[src/hw/rtl/ect_pkg.sv]
// ----------------------------------------------------------------------------
// Ear clipping triangulator package
// Shared widths, state and mode codes, and the multiply-accumulate controls.
// ----------------------------------------------------------------------------
`default_nettype none

package ect_pkg;

  localparam int CoordW   = 16;
  localparam int Capacity = 64;
  localparam int IdxW     = 6;
  localparam int CntW     = 7;
  localparam int StepW    = 5;
  localparam int DiffW    = CoordW + 1;
  localparam int CrossW   = 2 * DiffW + 2;
  localparam int NormW    = 40;
  localparam int ChunkW   = 21;
  localparam int BFullW   = 2 * ChunkW;
  localparam int MacAW    = CrossW;
  localparam int MacBW    = ChunkW + 1;
  localparam int AccW     = 80;

  typedef logic [2:0][CoordW-1:0] vtx_t;

  typedef enum logic [3:0] {
    StIdle,
    StNwStart,
    StNwPrime,
    StNwMac,
    StNwStore,
    StLink,
    StTop,
    StLinkRd,
    StFetch,
    StCalc,
    StTFetch,
    StTNext,
    StTNext2,
    StFail,
    StEmit,
    StShort
  } state_e;

  typedef enum logic [1:0] {
    ModeFlip,
    ModeSide1,
    ModeSide2,
    ModeSide3
  } mode_e;

  typedef struct packed {
    logic en;
    logic clr;
    logic neg;
    logic hi;
  } mac_ctl_t;

endpackage

`default_nettype wire

[src/hw/rtl/ect_mac.sv]
// ----------------------------------------------------------------------------
// Shared multiply-accumulate unit
// Signed operand times one signed chunk, optionally shifted up by one chunk,
// added to or subtracted from a wide accumulator.
// ----------------------------------------------------------------------------
`default_nettype none

module ect_mac (
  input  logic                                clk_i,
  input  ect_pkg::mac_ctl_t                   ctl_i,
  input  logic signed [ect_pkg::MacAW-1:0]    a_i,
  input  logic signed [ect_pkg::MacBW-1:0]    b_i,
  output logic signed [ect_pkg::AccW-1:0]     acc_o,
  output logic signed [ect_pkg::AccW-1:0]     acc_d_o
);
  import ect_pkg::*;

  localparam int ProdW = MacAW + MacBW;

  logic signed [ProdW-1:0] prod;
  logic signed [AccW-1:0]  term;
  logic signed [AccW-1:0]  base;
  logic signed [AccW-1:0]  acc_q;

  assign prod = a_i * b_i;

  always_comb begin
    term = AccW'(prod);
    if (ctl_i.hi) begin
      term = term <<< ChunkW;
    end
    base = ctl_i.clr ? '0 : acc_q;
    acc_d_o = ctl_i.neg ? (base - term) : (base + term);
  end

  always_ff @(posedge clk_i) begin
    if (ctl_i.en) begin
      acc_q <= acc_d_o;
    end
  end

  assign acc_o = acc_q;

endmodule

`default_nettype wire

[config.mk]
export PLATFORM = sky130hd
export DESIGN_NAME = ect_mac
export DESIGN_NICKNAME = d
export VERILOG_FILES = /design/src/hw/rtl/ect_pkg.sv /design/src/hw/rtl/ect_mac.sv
export SDC_FILE = /design/constraint.sdc
export NUM_CORES = 2
export LEC_CHECK = 0
export BUFFER_PORTS_ARGS = -buffer_cell sky130_fd_sc_hd__buf_4
export CAP_MARGIN = 25
export CORE_ASPECT_RATIO = 0.8
export CORE_UTILIZATION = 70
export CTS_CLUSTER_DIAMETER = 200
export DETAILED_ROUTE_END_ITERATION = 6
export GPL_TIMING_DRIVEN = 1
export PLACE_DENSITY = 0.9
export SYNTH_ARGS = -nofsm -noshare
export SYNTH_HDL_FRONTEND = slang
export SYNTH_SLANG_ARGS = --single-unit
[constraint.sdc]
create_clock -name clk_i -period 25.4 [get_ports clk_i]
set_input_delay 2.54 -clock clk_i [delete_from_list [all_inputs] [get_ports clk_i]]
set_output_delay 2.54 -clock clk_i [all_outputs]
set_load 0.02 [all_outputs]
==> results.py <==
metrics = {
    "finish": {
        "finish.instance_area_um2": 40680,
        "areaGrowthSynthToFinish_pct": 5.295,
        "final-instance-count-excl-fill": 5238,
        "layout-drive-gt1-share_pct": 6.639,
        "fill_count": 3782,
        "largest_register_ffs": 80,
        "final_net_count": 5617,
    },
    "placed_design": {
        "hpwl_mm": 87.95,
        "numPortBuffers": 222,
        "globalplace.congestion": 1.042,
        "placement.cell_area_um2": 40340,
        "inst_count_dp": 5218,
    },
    "grt": {
        "globalRouteOverflowTotal": 0,
        "grt_util_all_layers_pct": 40.99,
        "first_global_vias": 35293,
        "antenna_found_initial": 4,
        "grt_pass1_wl_mm": 180.7,
        "grt_start_max_net_pins": 82,
    },
    "sta": {
        "final_max_slew_viol_count": 0,
        "post-route-period-util_pct": 66.89,
        "fin_worst_skew_ns": 0.007526,
        "timing.fmax_ghz": 0.05885,
        "finalHoldWorstSlack_ns": 0.8553,
        "timing.final.setup_violations": 0,
        "rsz0062_at_grt": "false",
        "slew-limit-headroom_pct": 36.25,
        "final_hold_viol_count": 0,
        "setup-tns-final_ns": 0,
        "tightestPinTransition_ns": 0.9562,
        "fin_crit_period_ns": 16.99,
    },
    "synth": {
        "yosysWarnings": 0,
        "sequential_to_total_area_share_from_yosys_stat_pct": 6.218,
        "synth-simple-area-share_pct": 18.96,
        "synth-edff-count": 80,
        "synthFlopType": "sky130_fd_sc_hd__edfxtp_1",
        "synth_cell_type_count": 89,
        "synthesis.area_um2": 38630,
        "post_synth_xor_area_fraction_pct": 4.285,
        "compound_gate_portion_of_the_synthesized_area_pct": 11.68,
        "post_synth_adder_cell_area_pct": 48.39,
        "post_synth.cell_area_avg_um2": 8.539,
        "synth_top_family_by_area": "adder cells",
        "mux_contribution_to_synthesized_area_pct": 0.2753,
        "synthesis.instances": 4524,
        "synthesis_stage_register_bit_count": 80,
        "syn_nets": 5612,
        "synth_async_sr_flop_share_pct": 0,
    },
    "clock_network": {
        "tritoncts_num_sinks": 80,
        "cts.htree.levels": 3,
        "cts_hold_buffers": 0,
        "tritoncts": "built",
        "worst_skew_pair.late_latency_ns": 0.36,
        "post_cts.repair.setup_buffers": 0,
        "clk_path_buf_depth": 2,
        "cts_buffers": 9,
        "post_cts.resized_instances": 0,
        "clk_root_buffer_cell": "sky130_fd_sc_hd__clkbuf_16",
        "clkTransAtPathRegs_ns": 0.07,
    },
    "critical_path": {
        "critical_path.slowest_cell": "sky130_fd_sc_hd__o311ai_1",
        "critPathArrivalTime_ns": 14.45,
        "critPathTopFamily": "adder cells",
        "setup.worst_path.class": "primary input to primary output",
        "crit_path_end_kind": "primary output",
        "timing.critical_path.required_ns": 22.86,
        "cp_max_fo": 36,
        "critical_path.max_stage_delay_ns": 0.55,
        "path_buf_inv": 8,
        "worst-r2r-setup-slack_ns": 20.32,
        "critical_path_most_common_cell": "sky130_fd_sc_hd__fa_1",
        "setup.worst_path.start_class": "primary input",
    },
    "die": {
        "die_x_um": 264.7,
        "standard_cell_core_area_um2": 54200,
        "start_util_pct": 71.27,
        "die_height_um": 212.1,
        "pin_count": 223,
        "number_of_standard_cell_rows_in_the_floorplan": 76,
        "die_area_um2": 56140,
    },
    "routing": {
        "via_per_inst": 6.341,
        "drc_errors": 6,
        "detail-route-antenna-nets": 0,
        "wire_per_inst_um": 21.28,
        "drt_first_pass_iters": 7,
        "detail_route.wirelength_mm": 111.5,
        "1st_iter_drt_viols": 3613,
        "dr_total_vias": 33212,
    },
    "status": {
        "run_status": "finished, violations left",
        "violations": "DRC",
    },
    "run": {
        "cap_viol_max_count": 0,
    },
    "worst_hold_path": {
        "hold_path.class": "flip-flop to flip-flop",
    },
}
==> cell usage in the layout (no fill, tap or decap), types with 31 or more instances in the layout <==
master	synthesis	final
sky130_fd_sc_hd__fa_1	782	782
sky130_fd_sc_hd__xor2_1	65	65
sky130_fd_sc_hd__nand4_1	32	32
sky130_fd_sc_hd__inv_1	805	805
sky130_fd_sc_hd__nor2b_1	103	103
sky130_fd_sc_hd__a211oi_1	31	31
sky130_fd_sc_hd__nand2_1	632	632
sky130_fd_sc_hd__ha_1	243	243
sky130_fd_sc_hd__a31oi_1	38	38
sky130_fd_sc_hd__buf_4	1	232
sky130_fd_sc_hd__nand3_1	55	55
sky130_fd_sc_hd__and2_1	303	303
sky130_fd_sc_hd__o21ai_0	113	113
sky130_fd_sc_hd__o21a_1	32	32
sky130_fd_sc_hd__nor3_1	53	53
sky130_fd_sc_hd__xnor2_1	124	124
sky130_fd_sc_hd__edfxtp_1	80	80
sky130_fd_sc_hd__a21o_1	76	76
sky130_fd_sc_hd__nor2_1	171	171
sky130_fd_sc_hd__a21oi_1	207	207
==> worst reg2reg max path: stages, from the launching register on <==
cell and delay (ns):
sky130_fd_sc_hd__edfxtp_1 0.41, sky130_fd_sc_hd__nand2b_1 0.10, sky130_fd_sc_hd__ha_1 0.17, sky130_fd_sc_hd__inv_1 0.06, sky130_fd_sc_hd__fa_1 0.45, sky130_fd_sc_hd__a21o_1 0.19, sky130_fd_sc_hd__a21oi_1 0.25, sky130_fd_sc_hd__o21ba_2 0.18
sky130_fd_sc_hd__o21ai_0 0.11, sky130_fd_sc_hd__a31oi_1 0.53, sky130_fd_sc_hd__o21ai_1 0.36, sky130_fd_sc_hd__o211ai_1 0.48, sky130_fd_sc_hd__a211oi_1 0.15, sky130_fd_sc_hd__a311o_1 0.41, sky130_fd_sc_hd__nor4b_1 0.28, sky130_fd_sc_hd__o41ai_1 0.19
sky130_fd_sc_hd__a311oi_1 0.35, sky130_fd_sc_hd__xnor2_1 0.14
==> metrics by stage <==
step	setup slack [ns]	utilization, %
floorplan	9.908	-
global placement	9.028	74.43
detailed placement	8.811	74.43
CTS	8.780	75.02
global route	7.721	75.04
finish	8.409	75.05
==> logic make-up after synthesis <==
logic type | Yosys count
fa+ha+maj | 1025
compound gates | 684
xor+xnor | 189
flops | 80
simple gates | 1490
buf+inv | 1046
mux | 10
==> synthesized netlist by cell type, types with 7 or more instances <==
| master | n | area share, % |
|---|---|---|
| sky130_fd_sc_hd__inv_1 | 805 | 7.8 |
| sky130_fd_sc_hd__fa_1 | 782 | 41 |
| sky130_fd_sc_hd__nand2_1 | 632 | 6.1 |
| sky130_fd_sc_hd__and2_1 | 303 | 4.9 |
| sky130_fd_sc_hd__ha_1 | 243 | 7.9 |
| sky130_fd_sc_hd__clkbuf_1 | 227 | 2.2 |
| sky130_fd_sc_hd__a21oi_1 | 207 | 2.7 |
| sky130_fd_sc_hd__nor2_1 | 171 | 1.7 |
| sky130_fd_sc_hd__xnor2_1 | 124 | 2.8 |
| sky130_fd_sc_hd__o21ai_0 | 113 | 1.5 |
| sky130_fd_sc_hd__nor2b_1 | 103 | 1.7 |
| sky130_fd_sc_hd__edfxtp_1 | 80 | 6.2 |
| sky130_fd_sc_hd__a21o_1 | 76 | 1.5 |
| sky130_fd_sc_hd__xor2_1 | 65 | 1.5 |
| sky130_fd_sc_hd__nand3_1 | 55 | 0.71 |
| sky130_fd_sc_hd__nor3_1 | 53 | 0.69 |
| sky130_fd_sc_hd__a31oi_1 | 38 | 0.62 |
| sky130_fd_sc_hd__nand4_1 | 32 | 0.52 |
| sky130_fd_sc_hd__o21a_1 | 32 | 0.62 |
| sky130_fd_sc_hd__a211oi_1 | 31 | 0.60 |
| sky130_fd_sc_hd__and3_1 | 27 | 0.44 |
| sky130_fd_sc_hd__nand2b_1 | 23 | 0.37 |
| sky130_fd_sc_hd__o21bai_1 | 23 | 0.45 |
| sky130_fd_sc_hd__or2_2 | 17 | 0.28 |
| sky130_fd_sc_hd__o211ai_1 | 16 | 0.31 |
| sky130_fd_sc_hd__or3_1 | 16 | 0.26 |
| sky130_fd_sc_hd__nor4_1 | 12 | 0.19 |
| sky130_fd_sc_hd__a211o_1 | 11 | 0.25 |
| sky130_fd_sc_hd__and4_1 | 10 | 0.23 |
| sky130_fd_sc_hd__o31ai_1 | 10 | 0.19 |
| sky130_fd_sc_hd__a221oi_1 | 9 | 0.20 |
| sky130_fd_sc_hd__o31a_1 | 9 | 0.20 |
| sky130_fd_sc_hd__a21boi_0 | 8 | 0.16 |
| sky130_fd_sc_hd__a311oi_1 | 8 | 0.18 |
| sky130_fd_sc_hd__a31o_2 | 8 | 0.18 |
| sky130_fd_sc_hd__buf_1 | 7 | 0.068 |
| sky130_fd_sc_hd__nor3b_1 | 7 | 0.14 |
==> layer usage <==
metal / global-route usage, % / vias up / wire length, µm
li1: - / 14257 / -
met1: 52.98 / 16238 / 41340
met2: 65.61 / 2225 / 50780
met3: 10.86 / 486 / 13780
met4: 17.62 / 6 / 5500
met5: 0.7847 / - / 78
==> layout make-up <==
| type | count | area [µm²] | area share (%) |
|---|---|---|---|
| clock buffers | 9 | 225.2 | 0.5537 |
| diodes | 2 | 5.005 | 0.01230 |
| flip-flops and latches | 80 | 2402 | 5.906 |
| repair buffers | 234 | 1754 | 4.312 |
| clock inverters | 7 | 93.84 | 0.2307 |
| inverters | 806 | 3025 | 7.437 |
| well taps | 702 | 878.3 | 2.159 |
| multi-input cells | 3398 | 32290 | 79.39 |
==> path summary, 6_finish.rpt <==
check / start / endpoint / cells past startpoint
worst min register to register: acc_o[0] / acc_o[0] / 3
worst max-delay path: b_i[7] / acc_d_o[71] / 41
worst max register to register: acc_o[0] / acc_o[72] / 17
worst min-delay path: acc_o[0] / acc_o[0] / 3
Power is not shown: default switching activity piles up to over one toggle a cycle in this logic, so the estimate is an artifact.
